--- src/rtl/tcw_pkg.sv ---
// ----------------------------------------------------------------------------
// tcw_pkg
// Shared constants, operation codes and queue word type for the text console
// writer.
// ----------------------------------------------------------------------------
package tcw_pkg;

  localparam int COLS       = 80;
  localparam int ROWS       = 25;
  localparam int SCROLL_ROW = 23;

  localparam int NCELLS = COLS * ROWS;
  localparam int SROW   = (SCROLL_ROW < ROWS) ? SCROLL_ROW : ROWS - 1;
  localparam int SROWC  = SROW * COLS;

  // cell address width and width of the unclipped linear index
  localparam int AW    = $clog2(NCELLS);
  localparam int IDX_W = $clog2(255 * COLS + 512);

  localparam int CUR_W = 11;
  localparam int POS_W = 16;

  localparam logic [7:0] CH_NEWLINE = 8'h0a;
  localparam logic [7:0] CH_BLANK   = 8'h20;
  localparam logic [7:0] ATTR_RESET = 8'h07;

  localparam logic [2:0] OP_PUT_CHAR   = 3'd0;
  localparam logic [2:0] OP_PUT_AT     = 3'd1;
  localparam logic [2:0] OP_FILL_RECT  = 3'd2;
  localparam logic [2:0] OP_CLEAR_SCR  = 3'd3;
  localparam logic [2:0] OP_CLEAR_CHAR = 3'd4;
  localparam logic [2:0] OP_SET_CURSOR = 3'd5;
  localparam logic [2:0] OP_READ_CELL  = 3'd6;

  typedef struct packed {
    logic [2:0]       op;
    logic [7:0]       ch;
    logic [7:0]       fattr;
    logic [7:0]       rw;
    logic [7:0]       rh;
    logic [IDX_W-1:0] lin;
    logic [POS_W-1:0] pos;
    logic             pos_ok;
  } item_t;

endpackage

--- src/rtl/tcw_front.sv ---
// ----------------------------------------------------------------------------
// tcw_front
// Accepts input words, precomputes the linear index and range check, and
// holds them in a two entry queue for the execution side.
// ----------------------------------------------------------------------------
module tcw_front (
  input  logic                     clk,
  input  logic                     rst,
  input  logic                     in_valid,
  output logic                     in_ready,
  input  logic [2:0]               operation,
  input  logic [7:0]               character,
  input  logic [7:0]               col,
  input  logic [7:0]               row,
  input  logic [7:0]               rect_width,
  input  logic [7:0]               rect_height,
  input  logic [7:0]               fill_attr,
  input  logic [tcw_pkg::POS_W-1:0] position,
  output logic                     q_valid,
  output tcw_pkg::item_t           q_item,
  input  logic                     q_pop
);

  tcw_pkg::item_t q [2];
  tcw_pkg::item_t item;
  logic           wr_ptr;
  logic           rd_ptr;
  logic [1:0]     count;
  logic           push;

  always_comb begin
    item.op     = operation;
    item.ch     = character;
    item.fattr  = fill_attr;
    item.rw     = rect_width;
    item.rh     = rect_height;
    item.lin    = tcw_pkg::IDX_W'(row) * tcw_pkg::IDX_W'(tcw_pkg::COLS)
                + tcw_pkg::IDX_W'(col);
    item.pos    = position;
    item.pos_ok = (32'(position) < tcw_pkg::NCELLS);
  end

  assign in_ready = (count != 2'd2);
  assign push     = in_valid && in_ready;
  assign q_valid  = (count != 2'd0);
  assign q_item   = q[rd_ptr];

  always_ff @(posedge clk) begin
    if (push) begin
      q[wr_ptr] <= item;
    end
    if (rst) begin
      wr_ptr <= 1'b0;
      rd_ptr <= 1'b0;
      count  <= 2'd0;
    end else begin
      if (push) begin
        wr_ptr <= ~wr_ptr;
      end
      if (q_pop) begin
        rd_ptr <= ~rd_ptr;
      end
      count <= count + 2'(push) - 2'(q_pop);
    end
  end

endmodule

--- config.mk ---
export PLATFORM = sky130hd
export DESIGN_NAME = tcw_front
export DESIGN_NICKNAME = d
export VERILOG_FILES = /design/src/rtl/tcw_pkg.sv /design/src/rtl/tcw_front.sv
export SDC_FILE = /design/constraint.sdc
export NUM_CORES = 1
export LEC_CHECK = 0
export BUFFER_PORTS_ARGS = -buffer_cell sky130_fd_sc_hd__buf_2
export CAP_MARGIN = 20
export CORE_ASPECT_RATIO = 0.8
export CORE_MARGIN = 3
export CORE_UTILIZATION = 55
export CTS_BUF_LIST = sky130_fd_sc_hd__clkbuf_8
export DETAILED_ROUTE_END_ITERATION = 12
export GPL_TIMING_DRIVEN = 0
export PLACE_DENSITY = 0.78
export SKIP_LAST_GASP = 1
export SLEW_MARGIN = 10
export SYNTH_ARGS = -nofsm -noshare
export SYNTH_HDL_FRONTEND = slang
export SYNTH_SLANG_ARGS = --single-unit
--- constraint.sdc ---
create_clock -name clk -period 5.4 [get_ports clk]
set_clock_uncertainty 0.15 [all_clocks]
set_input_delay 1.08 -clock clk [delete_from_list [all_inputs] [get_ports clk]]
set_output_delay 1.08 -clock clk [all_outputs]
set_load 0.01 [all_outputs]
# Yosys cells after proc, flatten, opt, wreduce, memory -nomap -nowiden
# Memory sizes are Yosys's and may differ from the RTL's. A register that Yosys moved wholly into a read port is not among the register bits.
# Index checks and enable logic that the tools add are counted.
[totals]
regBits = 4
latch_bits = 0
mem_bits_rw = 134
romBits = 0
inputBits = 71
out_inout_bits = 69
elab_cells = 18
memories = 1
[mem_list]
columns = ["memory", "words", "word_bits", "rd", "rd_clocked_by_memory_dff", "write_ports", "line_no", "source"]
rows = [
  ["q", 2, 67, 1, 1, 1, "tcw_front.sv:24", "tcw_pkg::item_t q [2];"],
]
[op_classes]
addsub = 3
mul = 1
div_mod_pow = 0
magnitude_cmp = 1
eq_ne = 1
shift = 0
n_mux = 4
bitwise = 2
n_reduce_logical = 2
[op_table]
columns = ["cell", "n"]
rows = [
  ["16-bit by 11-bit less-than comparator with 1-bit output (second input constant)", 1],
  ["15-bit by 8-bit adder with 15-bit output", 1],
  ["8-bit by 3-bit multiplier with 11-bit output (second input constant)", 1],
  ["1-bit two-way mux", 4],
  ["2-bit by 1-bit adder with 2-bit output", 1],
  ["2-bit != test (second input constant)", 1],
  ["1-bit inverter", 2],
  ["2-bit nonzero test", 1],
  ["2-bit by 1-bit subtractor with 2-bit output", 1],
  ["1-bit logical AND", 1],
]

# Depth between registers and ports, before layout
[depth]
ltp_word = 4
mapped_depth = 8
ltp_nobuf = 8

# Worst setup path after synthesis
# Ideal clock, no wire load.
[synth_path]
path_type = "in2reg"
start = "input port in_valid"
end = "memory q[0][0] (netlist name) (enable)"
setup_time_ns = 0.492
t_arrival_ns = 3.974
required_ns = 4.758
path_slack_ns = 0.784
path_stages = 2
n_path_buf = 0
path_cell_list = "nand2_1 nor2_1"
[synth_between]
elab_chain_len = 3
[synth_lines]
columns = ["element", "line_no", "source"]
rows = [
  ["start, declared", "tcw_front.sv:9", "input logic in_valid,"],
  ["1-bit logical AND", "tcw_front.sv:44", "assign push = in_valid && in_ready;"],
  ["1-bit two-way mux", "tcw_front.sv:49", "if (push) begin"],
  ["1-bit two-way mux (implied by the code)", "tcw_front.sv:50", "q[wr_ptr] <= item;"],
  ["end, declared", "tcw_front.sv:24", ""],
]
# Every way passes these cells.

==> results_dict.tcl <==
set metrics [dict create \
    status "complete, no violations" \
    post_drt_wl_per_cell_um 17.1 \
    maxSlewHeadroom_pct 55.7 \
    synth_seq_cells 139 \
    clock_latency_ps 430 \
    hold_viol 0 \
    power_frac_seq_pct 49.1 \
    post_drt_via_cell_ratio 5.23 \
    final_antenna_net_count 0 \
    slew_viol_final 0 \
    postCtsSetupBuffers 0 \
    cts.sinks 139 \
    pwr-share-comb_pct 21.0 \
    via_count 3270 \
    cts_tree "built" \
    syn_avg_cell_area_um2 18.2 \
    cp-start-kind "primary input" \
    cts_root_buffer "clkbuf_8" \
    clkPwrFrac_pct 29.9 \
    p_leak_nw 2.74 \
    coreArea_um2 9890 \
    post-route-period-util_pct 63.3 \
    post_cts_resize_count 0 \
    grt_max_degree 49 \
    grt_setup_unrepaired "false" \
    critPathMaxFanout 5 \
    die_w_um 120 \
    finalSetupViolCount 0 \
    yosysTopAreaCell "edfxtp_1" \
    drt-total-wl_um 10700 \
    finalCriticalPeriod_ps 3420 \
    ir_drop_mv 0.185 \
    worst-setup-path-type "primary input to flip-flop" \
    sw_frac_of_total_pct 27.0 \
    n_antenna_cell 0 \
    die_h_um 97.3 \
    power.internal_mw 2.14 \
    powerDensity_nw_per_um2 412 \
    place_hpwl_um 7510 \
    critPathRequiredTime_ps 5540 \
    drive_gt1_share_pct 51.7 \
    dr.pass1.iters 4 \
    worstMarginPinSlew_ps 662 \
    min_path_type "flip-flop to flip-flop" \
    nets 567 \
    start_util_pct 58.0 \
    fmax_ghz 0.292 \
    cts_max_path_buffers 2 \
    synth_area_leaders "edfxtp_1 (70%), mux2_2 (13%), ha_1 (3.9%)" \
    endpoint_kind "flip-flop" \
    dpl_worst_slack_ps 1570 \
    synth_common_cells "edfxtp_1 (134), mux2_2 (67), ha_1 (18)" \
    crit_arrival_ps 3560 \
    grtUsageTotal_pct 18.7 \
    hold_ws_ps 377 \
    overflow 0 \
    seq_area_frac_synth_pct 71.9 \
    yosys_warnings 0 \
    design_power_total_mw 2.93 \
    fin_util_pct 71.9 \
    synth_top_area_share_pct 70.1 \
    async_flop_share_pct 0 \
    first_global_vias 3473 \
    h-tree-depth 4 \
    gp_congestion 0.808 \
    io_pins 140 \
    die_area_um2 11700 \
    maxCapViolations 0 \
    drc_errors 0 \
    setup_slack_ps 1980 \
    cts_buffers 17 \
    synth_cells 315 \
    areaGrowthSynthToFinish_pct 24.0 \
    num_rows 32 \
    cts_hold_repair.buffers 0 \
    antenna_found_initial 0 \
    synth_edf_count 134 \
    clk_pin_slew_ps 80 \
    syn_nets 406 \
    drt_iter0_markers 163 \
    synth_area_um2 5740 \
    synth_most_common_cell "edfxtp_1" \
    ys.flop_type "edfxtp_1" \
    p_sw_mw 0.792 \
    yosysUniqueCellTypes 43 \
    grt_pass1_wl_um 16900 \
    port_buffers 139 \
]
-- flip-flops by register name, summed over array words and instances, names as in the netlist, named ones only --
register,flops
wr_ptr,1
q,134
count,2
rd_ptr,1
-- path summary, 6_finish.rpt --
path,start,endpoint,slack [ps],cells after the start
worst max-delay path,row[1],q[0][31]$_DFFE_PP_,1980,9
worst min register to register,rd_ptr$_SDFFE_PP0P_,rd_ptr$_SDFFE_PP0P_,380,2
worst min-delay path,rd_ptr$_SDFFE_PP0P_,rd_ptr$_SDFFE_PP0P_,380,2
worst max register to register,count[0]$_SDFF_PP0_,q[0][41]$_DFFE_PP_,3440,4
-- cell type report --
| type | count | area (µm²) |
|---|---|---|
| multi-input combinational | 162 | 1570 |
| sequential | 139 | 4120 |
| timing repair buffer | 142 | 771 |
| inverter | 7 | 26.3 |
| tap | 136 | 170 |
| fill | 672 | 2780 |
| buffer | 7 | 30.0 |
| clock buffer | 17 | 234 |
| clock inverter | 15 | 188 |
-- cells by family after synthesis --
group                      synth area share (%)
DFF                                        71.9
muxes                                      13.2
and+or+nand+nor                            3.90
AOI/OAI and AO/OA                          3.34
adders and majority gates                  4.62
buffers and inverters                     0.981
xor gates and xnor gates                   2.12
-- cells in the final DEF (no fill, tap or decap), drive strengths merged, types with 3 or more instances in the layout --
| cell type | n |
|---|---|
| a211oi | 3 |
| buf | 148 |
| clkinvlp | 3 |
| xnor2 | 8 |
| nor2 | 9 |
| nand2 | 3 |
| edfxtp | 134 |
| bufinv | 3 |
| mux2 | 67 |
| xor2 | 5 |
| o21ai | 6 |
| inv | 15 |
| o21bai | 3 |
| dfxtp | 5 |
| ha | 18 |
| or2 | 4 |
| nor2b | 4 |
| clkbuf | 18 |
-- per-layer routing --
metal | global-route usage [%] | wire length (µm) | up-vias
met1 | 22.3 | 4330 | 1588
met2 | 32.5 | 5490 | 102
met5 | 0 | 0 | -
met3 | 5.53 | 691 | 15
li1 | - | - | 1565
met4 | 6.34 | 143 | 0
-- per-stage QoR --
step | TNS (ps) | std cells | cell area (µm²)
after floorplan | 0 | 315 | 5740
after global placement | -50210 | 590 | 6600
after detailed placement | 0 | 593 | 6690
after CTS | 0 | 625 | 7110
after global routing | 0 | 625 | 7110
final | 0 | 625 | 7110
-- power groups by stage --
| stage | clock network, mW | registers (mW) | logic (mW) |
|---|---|---|---|
| after detailed placement | 0 | 1.46 | 0.619 |
| after global placement | 0 | 1.48 | 0.570 |
| after CTS | 0.892 | 1.44 | 0.626 |
| after global routing | 0.945 | 1.45 | 0.672 |
| final | 0.877 | 1.44 | 0.616 |
| after floorplan | 0 | 1.46 | 0.371 |
-- critical path, stage by stage --
cell      delay, ps
buf_2           120
ha_1            290
ha_1            250
fa_1            440
a211oi_1        520
o22ai_1         220
nor4b_4         370
a32oi_1         160
nand3_1         120
(Power assumes the default switching activity.)
