===== src/rtl/tcw_pkg.sv =====
// ----------------------------------------------------------------------------
// tcw_pkg
// Shared constants, operation codes and queue word type for the text console
// writer.
// ----------------------------------------------------------------------------
package tcw_pkg;

  localparam int COLS       = 80;
  localparam int ROWS       = 25;
  localparam int SCROLL_ROW = 23;

  localparam int NCELLS = COLS * ROWS;
  localparam int SROW   = (SCROLL_ROW < ROWS) ? SCROLL_ROW : ROWS - 1;
  localparam int SROWC  = SROW * COLS;

  // cell address width and width of the unclipped linear index
  localparam int AW    = $clog2(NCELLS);
  localparam int IDX_W = $clog2(255 * COLS + 512);

  localparam int CUR_W = 11;
  localparam int POS_W = 16;

  localparam logic [7:0] CH_NEWLINE = 8'h0a;
  localparam logic [7:0] CH_BLANK   = 8'h20;
  localparam logic [7:0] ATTR_RESET = 8'h07;

  localparam logic [2:0] OP_PUT_CHAR   = 3'd0;
  localparam logic [2:0] OP_PUT_AT     = 3'd1;
  localparam logic [2:0] OP_FILL_RECT  = 3'd2;
  localparam logic [2:0] OP_CLEAR_SCR  = 3'd3;
  localparam logic [2:0] OP_CLEAR_CHAR = 3'd4;
  localparam logic [2:0] OP_SET_CURSOR = 3'd5;
  localparam logic [2:0] OP_READ_CELL  = 3'd6;

  typedef struct packed {
    logic [2:0]       op;
    logic [7:0]       ch;
    logic [7:0]       fattr;
    logic [7:0]       rw;
    logic [7:0]       rh;
    logic [IDX_W-1:0] lin;
    logic [POS_W-1:0] pos;
    logic             pos_ok;
  } item_t;

endpackage


===== src/rtl/tcw_back.sv =====
// ----------------------------------------------------------------------------
// tcw_back
// Executes one queued operation at a time against the screen RAM: cell
// writes and reads, read-modify-write, cursor moves, scrolls, fills and
// clears, then posts the result word into an output register.
// ----------------------------------------------------------------------------
module tcw_back (
  input  logic                      clk,
  input  logic                      rst,
  input  logic [7:0]                text_attr,
  input  logic                      q_valid,
  input  tcw_pkg::item_t            q_item,
  output logic                      q_pop,
  output logic                      ram_we,
  output logic [tcw_pkg::AW-1:0]    ram_waddr,
  output logic [15:0]               ram_wdata,
  output logic [tcw_pkg::AW-1:0]    ram_raddr,
  input  logic [15:0]               ram_rdata,
  output logic                      out_valid,
  input  logic                      out_ready,
  output logic [tcw_pkg::CUR_W-1:0] cursor,
  output logic [7:0]                cell_char,
  output logic [7:0]                cell_attr,
  output logic                      out_of_range
);

  localparam int AW    = tcw_pkg::AW;
  localparam int IDX_W = tcw_pkg::IDX_W;

  localparam logic [3:0] S_INIT  = 4'd0;
  localparam logic [3:0] S_IDLE  = 4'd1;
  localparam logic [3:0] S_DISP  = 4'd2;
  localparam logic [3:0] S_RMW   = 4'd3;
  localparam logic [3:0] S_READ  = 4'd4;
  localparam logic [3:0] S_DIV   = 4'd5;
  localparam logic [3:0] S_SC_RD = 4'd6;
  localparam logic [3:0] S_SC_WR = 4'd7;
  localparam logic [3:0] S_ZERO  = 4'd8;
  localparam logic [3:0] S_CLEAR = 4'd9;
  localparam logic [3:0] S_FILL  = 4'd10;
  localparam logic [3:0] S_DONE  = 4'd11;

  logic [3:0]       state;
  tcw_pkg::item_t   cur;
  logic [AW-1:0]    cur_pos;
  logic [AW-1:0]    line;
  logic [AW-1:0]    cnt;
  logic [IDX_W-1:0] base;
  logic [7:0]       i;
  logic [7:0]       j;
  logic             oor;
  logic [7:0]       rc;
  logic [7:0]       ra;
  logic [AW:0]      cur_inc;
  logic [AW:0]      line_inc;
  logic [IDX_W-1:0] fidx;
  logic             fidx_ok;
  logic             lin_ok;

  assign cur_inc  = {1'b0, cur_pos} + (AW+1)'(1);
  assign line_inc = {1'b0, line} + (AW+1)'(tcw_pkg::COLS);
  assign fidx     = base + IDX_W'(j);
  assign fidx_ok  = (32'(fidx) < tcw_pkg::NCELLS);
  assign lin_ok   = (32'(cur.lin) < tcw_pkg::NCELLS);
  assign q_pop    = (state == S_IDLE) && q_valid;

  always_comb begin
    ram_we    = 1'b0;
    ram_waddr = cnt;
    ram_wdata = 16'h0000;
    ram_raddr = cnt + AW'(tcw_pkg::COLS);
    case (state)
      S_INIT, S_ZERO: begin
        ram_we = 1'b1;
      end
      S_DISP: begin
        ram_raddr = AW'(cur.pos);
        if (cur.op == tcw_pkg::OP_PUT_CHAR && cur.ch != tcw_pkg::CH_NEWLINE) begin
          ram_we    = 1'b1;
          ram_waddr = cur_pos;
          ram_wdata = {text_attr, cur.ch};
        end else if (cur.op == tcw_pkg::OP_PUT_AT && lin_ok) begin
          ram_we    = 1'b1;
          ram_waddr = AW'(cur.lin);
          ram_wdata = {text_attr, cur.ch};
        end
      end
      S_RMW: begin
        ram_we    = 1'b1;
        ram_waddr = AW'(cur.pos);
        ram_wdata = {ram_rdata[15:8], tcw_pkg::CH_BLANK};
      end
      S_SC_WR: begin
        ram_we    = 1'b1;
        ram_wdata = ram_rdata;
      end
      S_CLEAR: begin
        ram_we    = 1'b1;
        ram_wdata = {text_attr, tcw_pkg::CH_BLANK};
      end
      S_FILL: begin
        ram_we    = fidx_ok;
        ram_waddr = AW'(fidx);
        ram_wdata = {cur.fattr, tcw_pkg::CH_BLANK};
      end
      default: begin
      end
    endcase
  end

  always_ff @(posedge clk) begin
    if (rst) begin
      state     <= S_INIT;
      cnt       <= '0;
      cur_pos   <= '0;
      line      <= '0;
      out_valid <= 1'b0;
    end else begin
      if (out_valid && out_ready && state != S_DONE) begin
        out_valid <= 1'b0;
      end
      case (state)
        S_INIT: begin
          if (cnt == AW'(tcw_pkg::NCELLS - 1)) begin
            cnt   <= '0;
            state <= S_IDLE;
          end else begin
            cnt <= cnt + AW'(1);
          end
        end
        S_IDLE: begin
          if (q_valid) begin
            cur   <= q_item;
            oor   <= 1'b0;
            rc    <= 8'h00;
            ra    <= 8'h00;
            state <= S_DISP;
          end
        end
        S_DISP: begin
          case (cur.op)
            tcw_pkg::OP_PUT_CHAR: begin
              if (cur.ch == tcw_pkg::CH_NEWLINE) begin
                if (32'(line) >= tcw_pkg::SROWC) begin
                  cur_pos <= AW'(tcw_pkg::SROWC);
                  line    <= AW'(tcw_pkg::SROWC);
                  cnt     <= '0;
                  state   <= S_SC_RD;
                end else begin
                  cur_pos <= AW'(line_inc);
                  line    <= AW'(line_inc);
                  state   <= S_DONE;
                end
              end else if (32'(cur_inc) >= tcw_pkg::SROWC + tcw_pkg::COLS) begin
                cur_pos <= AW'(tcw_pkg::SROWC);
                line    <= AW'(tcw_pkg::SROWC);
                cnt     <= '0;
                state   <= S_SC_RD;
              end else begin
                cur_pos <= AW'(cur_inc);
                if (cur_inc == line_inc) begin
                  line <= AW'(line_inc);
                end
                state <= S_DONE;
              end
            end
            tcw_pkg::OP_PUT_AT: begin
              oor   <= !lin_ok;
              state <= S_DONE;
            end
            tcw_pkg::OP_FILL_RECT: begin
              if (cur.rw != 8'd0 && cur.rh != 8'd0) begin
                base  <= cur.lin;
                i     <= 8'd0;
                j     <= 8'd0;
                state <= S_FILL;
              end else begin
                state <= S_DONE;
              end
            end
            tcw_pkg::OP_CLEAR_SCR: begin
              cnt     <= '0;
              cur_pos <= '0;
              line    <= '0;
              state   <= S_CLEAR;
            end
            tcw_pkg::OP_CLEAR_CHAR: begin
              if (cur.pos_ok) begin
                state <= S_RMW;
              end else begin
                oor   <= 1'b1;
                state <= S_DONE;
              end
            end
            tcw_pkg::OP_SET_CURSOR: begin
              line <= '0;
              if (cur.pos_ok) begin
                cur_pos <= AW'(cur.pos);
                state   <= S_DIV;
              end else begin
                cur_pos <= '0;
                oor     <= 1'b1;
                state   <= S_DONE;
              end
            end
            tcw_pkg::OP_READ_CELL: begin
              if (cur.pos_ok) begin
                state <= S_READ;
              end else begin
                oor   <= 1'b1;
                state <= S_DONE;
              end
            end
            default: begin
              state <= S_DONE;
            end
          endcase
        end
        S_RMW: begin
          state <= S_DONE;
        end
        S_READ: begin
          rc    <= ram_rdata[7:0];
          ra    <= ram_rdata[15:8];
          state <= S_DONE;
        end
        S_DIV: begin
          // find the start of the cursor's row by stepping one row a cycle
          if (line_inc <= {1'b0, cur_pos}) begin
            line <= AW'(line_inc);
          end else begin
            state <= S_DONE;
          end
        end
        S_SC_RD: begin
          state <= S_SC_WR;
        end
        S_SC_WR: begin
          if (cnt == AW'(tcw_pkg::SROWC - 1)) begin
            cnt   <= AW'(tcw_pkg::SROWC);
            state <= S_ZERO;
          end else begin
            cnt   <= cnt + AW'(1);
            state <= S_SC_RD;
          end
        end
        S_ZERO: begin
          cnt <= cnt + AW'(1);
          if (cnt == AW'(tcw_pkg::SROWC + tcw_pkg::COLS - 1)) begin
            state <= S_DONE;
          end
        end
        S_CLEAR: begin
          cnt <= cnt + AW'(1);
          if (cnt == AW'(tcw_pkg::NCELLS - 1)) begin
            state <= S_DONE;
          end
        end
        S_FILL: begin
          if (!fidx_ok) begin
            oor <= 1'b1;
          end
          // rest of a row past the buffer end is out too; a row that starts
          // past it ends the fill
          if (!fidx_ok && j == 8'd0) begin
            state <= S_DONE;
          end else if (!fidx_ok || j == cur.rw - 8'd1) begin
            j    <= 8'd0;
            base <= base + IDX_W'(tcw_pkg::COLS);
            if (i == cur.rh - 8'd1) begin
              state <= S_DONE;
            end else begin
              i <= i + 8'd1;
            end
          end else begin
            j <= j + 8'd1;
          end
        end
        S_DONE: begin
          if (!out_valid || out_ready) begin
            out_valid    <= 1'b1;
            cursor       <= tcw_pkg::CUR_W'(cur_pos);
            cell_char    <= rc;
            cell_attr    <= ra;
            out_of_range <= oor;
            state        <= S_IDLE;
          end
        end
        default: begin
          state <= S_IDLE;
        end
      endcase
    end
  end

  a_cursor_in_range: assert property (@(posedge clk) disable iff (rst)
    32'(cur_pos) < tcw_pkg::NCELLS)
    else $error("cursor outside the screen");

  a_write_in_range: assert property (@(posedge clk) disable iff (rst)
    ram_we |-> 32'(ram_waddr) < tcw_pkg::NCELLS)
    else $error("ram write outside the screen");

  a_line_start: assert property (@(posedge clk) disable iff (rst)
    state == S_IDLE |-> (line <= cur_pos) && (32'(cur_pos - line) < tcw_pkg::COLS))
    else $error("row start does not match cursor");

  a_pop_only_idle: assert property (@(posedge clk) disable iff (rst)
    q_pop |=> state == S_DISP)
    else $error("queue popped outside idle");

endmodule

===== config.mk =====
export PLATFORM = sky130hd
export DESIGN_NAME = tcw_back
export DESIGN_NICKNAME = d
export VERILOG_FILES = /design/src/rtl/tcw_pkg.sv /design/src/rtl/tcw_back.sv
export SDC_FILE = /design/constraint.sdc
export NUM_CORES = 1
export LEC_CHECK = 0
export ABC_AREA = 1
export BUFFER_PORTS_ARGS = -buffer_cell sky130_fd_sc_hd__buf_4
export CORE_MARGIN = 2
export CORE_UTILIZATION = 58
export DETAILED_ROUTE_END_ITERATION = 10
export PLACE_DENSITY = 0.81
export SYNTH_ARGS = -nofsm -noshare
export SYNTH_HDL_FRONTEND = slang
export SYNTH_SLANG_ARGS = --single-unit

===== constraint.sdc =====
create_clock -name clk -period 7.3 [get_ports clk]
set_input_delay 0 -clock clk [delete_from_list [all_inputs] [get_ports clk]]
set_output_delay 0 -clock clk [all_outputs]
set_load 0.03 [all_outputs]

# Word level (Yosys, flattened, before mapping)
# Cells that the tools add are included.
[word_totals]
output_inout_bits = 69
ff_bits = 176
input_bits = 95
word_cells = 198
[op_classes]
n_eq_ne = 48
magnitude_cmp = 5
reduce_logical = 39
n_bitwise = 1
muxes = 72
n_addsub = 10
[ops]
columns = ["cell", "n"]
rows = [
  ["11-bit 2-to-1 mux", 16],
  ["16-bit case mux with 5 select lines", 1],
  ["11-bit case mux with 2 select lines", 3],
  ["11-bit case mux with 3 select lines", 2],
  ["4-bit 2-to-1 mux", 16],
  ["8-bit 2-to-1 mux", 8],
  ["8-bit case mux with 2 select lines", 4],
  ["15-bit 2-to-1 mux", 4],
  ["11-bit case mux with 4 select lines", 1],
  ["4-bit case mux with 11 select lines", 1],
  ["11-bit equality test (second input constant)", 3],
  ["16-bit 2-to-1 mux", 2],
  ["15-bit by 11-bit less-than comparator with 1-bit output (second input constant)", 2],
  ["15-bit case mux with 2 select lines", 1],
  ["2-bit != test (second input constant)", 12],
  ["4-bit case mux with 6 select lines", 1],
  ["8-bit by 1-bit adder with 8-bit output (second input constant)", 2],
  ["4-bit by 3-bit equality test with 1-bit output (second input constant)", 4],
  ["4-bit equality test (second input constant)", 4],
  ["8-bit equality test", 2],
  ["8-bit nonzero test", 2],
  ["8-bit by 1-bit subtractor with 8-bit output (second input constant)", 2],
  ["15-bit by 7-bit adder with 15-bit output (second input constant)", 1],
  ["15-bit by 8-bit adder with 15-bit output", 1],
  ["other kinds (43)", 80],
]

# Longest topological paths before layout
[logic_depth]
depth_word = 7
mapped_depth = 20

# Worst setup path after synthesis
# OpenSTA, ideal clock, no wires.
[synth_path]
path_kind = "flip-flop to flip-flop"
from = "reg state[3]"
to = "reg cur[0] (netlist name), enable pin"
required_time_ns = 6.742
arrival_time_ns = 5.031
period_less_slack_ns = 5.589
path_stages_with_launch = 6
setup_ns = 0.558
setup_slack_ns = 1.711
n_path_buf = 0
path_cell_list = "dfxtp_1 -> nor2_1 -> inv_1 -> nor2_1 -> inv_1 -> nor3_1"
[synth_via]
elab_chain_cells = 2
[synth_lines]
columns = ["element", "line", "text"]
rows = [
  ["from (decl)", "tcw_back.sv:43", "logic [3:0] state;"],
  ["from (signal assigned)", "tcw_back.sv:113", "state <= S_INIT;"],
  ["from (signal assigned)", "tcw_back.sv:126", "state <= S_IDLE;"],
  ["from (signal assigned)", "tcw_back.sv:137", "state <= S_DISP;"],
  ["4-bit by 1-bit equality test with 1-bit output", "tcw_back.sv:122", "case (state)"],
  ["3-bit AND reduction (no source line)", "-", ""],
  ["to (signal assigned)", "tcw_back.sv:133", "cur <= q_item;"],
  ["to (decl)", "tcw_back.sv:44", "tcw_pkg::item_t cur;"],
]
# Every way passes these cells.
# A chain may end at the register's enable or synchronous reset.

# Final worst setup path
[layout_path]
from = "reg j[0]"
to = "reg i[6], enable pin"
[layout_via]
elab_chain_cells = 6
[layout_lines]
columns = ["element", "line", "text"]
rows = [
  ["from (decl)", "tcw_back.sv:50", "logic [7:0] j;"],
  ["from (signal assigned)", "tcw_back.sv:276", "j <= j + 8'd1;"],
  ["15-bit by 8-bit adder with 15-bit output", "tcw_back.sv:62", "assign fidx = base + IDX_W'(j);"],
  ["15-bit by 11-bit less-than comparator with 1-bit output", "tcw_back.sv:63", "assign fidx_ok = (32'(fidx) < tcw_pkg::NCELLS);"],
  ["1-bit zero test", "tcw_back.sv:265, tcw_back.sv:267", ""],
  ["1-bit logical OR / 1-bit logical AND (equally long branches)", "tcw_back.sv:267, tcw_back.sv:265", ""],
  ["2-bit != test (no source line)", "-", ""],
  ["7-bit AND reduction (no source line) (*)", "-", ""],
  ["to (signal assigned)", "tcw_back.sv:273", "i <= i + 8'd1;"],
  ["to (decl)", "tcw_back.sv:49", "logic [7:0] i;"],
]
# Mark *: on every way between the ends. The rest lies on a longest branch, timed or not.

==> results.ini <==
[status]
status=finished, final reports clean

[global_route]
grt_max_degree=63
grt_pass1_wl_mm=47.3
grt_usage=0.331
antenna_found_initial=1
first_global_vias=9127
grt_overflow=0

[clocking]
cts_buffer_depth=2
numClockSinks=176
worstSkewPairLatency_ps=440
post-cts-setup-buffers=0
cts_buffers=17
cts_tree=built
cts-htree-levels=4
clkTransAtPathRegs_ps=70
holdBufCountCts=80
cts_resized=0
cts-root-buf=clkbuf_16

[synth]
yosysMostFrequentCell=nand2_1
synth_seq_cells=176
yosys-top-cells-count=253 x nand2_1, 175 x inv_1, 146 x nor2_1
synthFlopType=edfxtp_1
yosys_warnings=0
syn_inst=1245
synth_top_cell_by_area=edfxtp_1
ys_seq_area_frac=0.472
synth-edff-count=138
ys_types=59
synth_area_um2=10400
synth_fp_nets=1374
synth_top_area_share=0.399
async_flop_share=0
syn_avg_cell_area_um2=8.34
yosys-top-cells-area=edfxtp_1 40%, nand2_1 9.1%, dfxtp_1 7.3%

[routing]
totalWireLength_mm=31.2
drc_errors=0
vias_per_cell=5.75
ant_nets=0
drtIter0Drc=979
avgRoutedWirePerCell_um=18.1
dr_total_vias=9892
first_pass_iters=7

[sta]
fmax_mhz=226
finalSetupViolations=0
setup_slack_ps=2870
hold_viol=0
hold-worst-slack_ps=272
slew_viol_final=0
timing.final.crit_share=0.607
period_minus_slack_ps=4430
final.setup.tns_ps=0
rsz0062_at_grt=false
skew_ps=14.1
slew_headroom=0.255
worstMarginPinSlew_ps=1110

[worst_setup_path]
ff2ff_setup_slack_ps=2870
end_kind=flip-flop
worstPathArrival_ps=4530
critPathLaunch=j[0]$_SDFFCE_PN0P_
required_ps=7400
start_kind=flip-flop
timing.rr.start=j[0]$_SDFFCE_PN0P_
path_class=reg -> reg
ff2ff_path_depth=17
cp_max_fo=13
timing.rr.end=i[6]$_SDFFCE_PN0P_

[final_layout]
fin_nets=1609
drive_gt1_frac=0.166
fillerInstances=1274
multi_input_area_um2=4650
final_area_um2=13100
area_growth_syn_to_layout_pct=26.4
regArea_um2=4900

[hold_path]
min-delay-start=q_item[0]
hold_class=in -> reg
hold_end=cur[0]$_DFFE_PP_
min_path_cells=2

[placement]
gp_congestion=0.964
dp_hpwl_mm=21.6
dpl_worst_slack_ps=2890
placed_cell_area_um2=11800
io_buffers=158

[floorplan]
initial_utilization=0.596
die_w_um=138
dieArea_um2=19000
row_count=48
core_um2=17400
io_pins=164
die_height_um=138

[pwr]
ir_worst_vdd_v=0.000273
power_density_nw_per_um2=238
p_leak_nw=5.67

[job]
max-cap-violations=0

## final cells by class
class                      count  share of cell area
sequential                   176               0.374
tap                          225              0.0214
multi-input combinational    855               0.355
antenna                        1            0.000191
clock inverter                12             0.00763
timing repair buffer         243               0.154
clock buffer                  20              0.0348
inverter                     187              0.0535
## stage by stage
stage	power, mW	utilization	instances
final	3.12	0.754	1719
after global routing	3.26	0.754	1719
after CTS	3.10	0.754	1718
after detailed placement	2.20	0.676	1606
after global placement	2.18	0.676	1606
after floorplan	1.89	-	1245
## worst max-delay path, stage by stage, from the launching register on
cell	delay, ps
edfxtp_1	470
ha_1	250
inv_1	80
fa_1	390
inv_1	140
nand3_1	110
nand2_1	140
nand2_1	90
nand3_1	70
nand2_1	120
nor2_1	120
nand3_1	90
nand3_1	170
nor2_1	90
nand2_1	360
inv_1	80
nor2_1	860
o21a_1	460
## how the worst max path moves through the flow
| stage | to | slack [ps] |
|---|---|---|
| global placement | i[7]$_SDFFCE_PN0P_ | 3080 |
| detailed placement | i[6]$_SDFFCE_PN0P_ | 2890 |
| finish | i[6]$_SDFFCE_PN0P_ | 2870 |
| CTS | i[4]$_SDFFCE_PN0P_ | 2830 |
| floorplan | cur[0]$_DFFE_PP_ | 1710 |
| global route | i[3]$_SDFFCE_PN0P_ | 2480 |
## power breakdown
part	total (mW)	internal (mW)	switching, mW
logic	1.00	0.345	0.656
clock network	0.872	0.461	0.412
registers	1.25	1.17	0.0763
total	3.12	1.98	1.14
## layout by cell type (no fill, tap or decap), types with 17 or more instances in the layout
master         Yosys  layout
nand2_1          253     253
inv_1            175     175
buf_4              2     163
nor2_1           146     146
edfxtp_1         138     138
dlygate4sd3_1      0      80
nand3_1           71      71
o21ai_0           66      66
a21oi_1           64      64
xor2_1            42      42
dfxtp_1           38      38
ha_1              33      33
o211ai_1          24      24
nand4_1           19      19
clkbuf_16          0      17
## logic make-up after synthesis
family                     Yosys count  share of synthesized area
and+or+nand+nor                    556                      0.238
xor gates and xnor gates            50                     0.0422
AOI/OAI and AO/OA                  215                      0.125
adders and majority gates           34                     0.0417
buffers and inverters              214                     0.0804
DFF                                176                      0.472
## routing by layer
| metal | up-vias | share of wire | track usage |
|---|---|---|---|
| met2 | 553 | 0.46 | 0.542 |
| met5 | - | 0 | 0 |
| met3 | 75 | 0.095 | 0.0640 |
| met4 | 0 | 0.026 | 0.107 |
| met1 | 4598 | 0.42 | 0.444 |
| li1 | 4666 | - | - |
## sequential cells by signal, summed over array words and instances, names as in the netlist, 4 cells and up
| register | flops |
|---|---|
| base | 15 |
| cell_attr | 8 |
| cell_char | 8 |
| cnt | 11 |
| cur | 62 |
| cur_pos | 11 |
| cursor | 11 |
| i | 8 |
| j | 8 |
| line | 11 |
| ra | 8 |
| rc | 8 |
| state | 4 |
(Power assumes the default switching activity.)
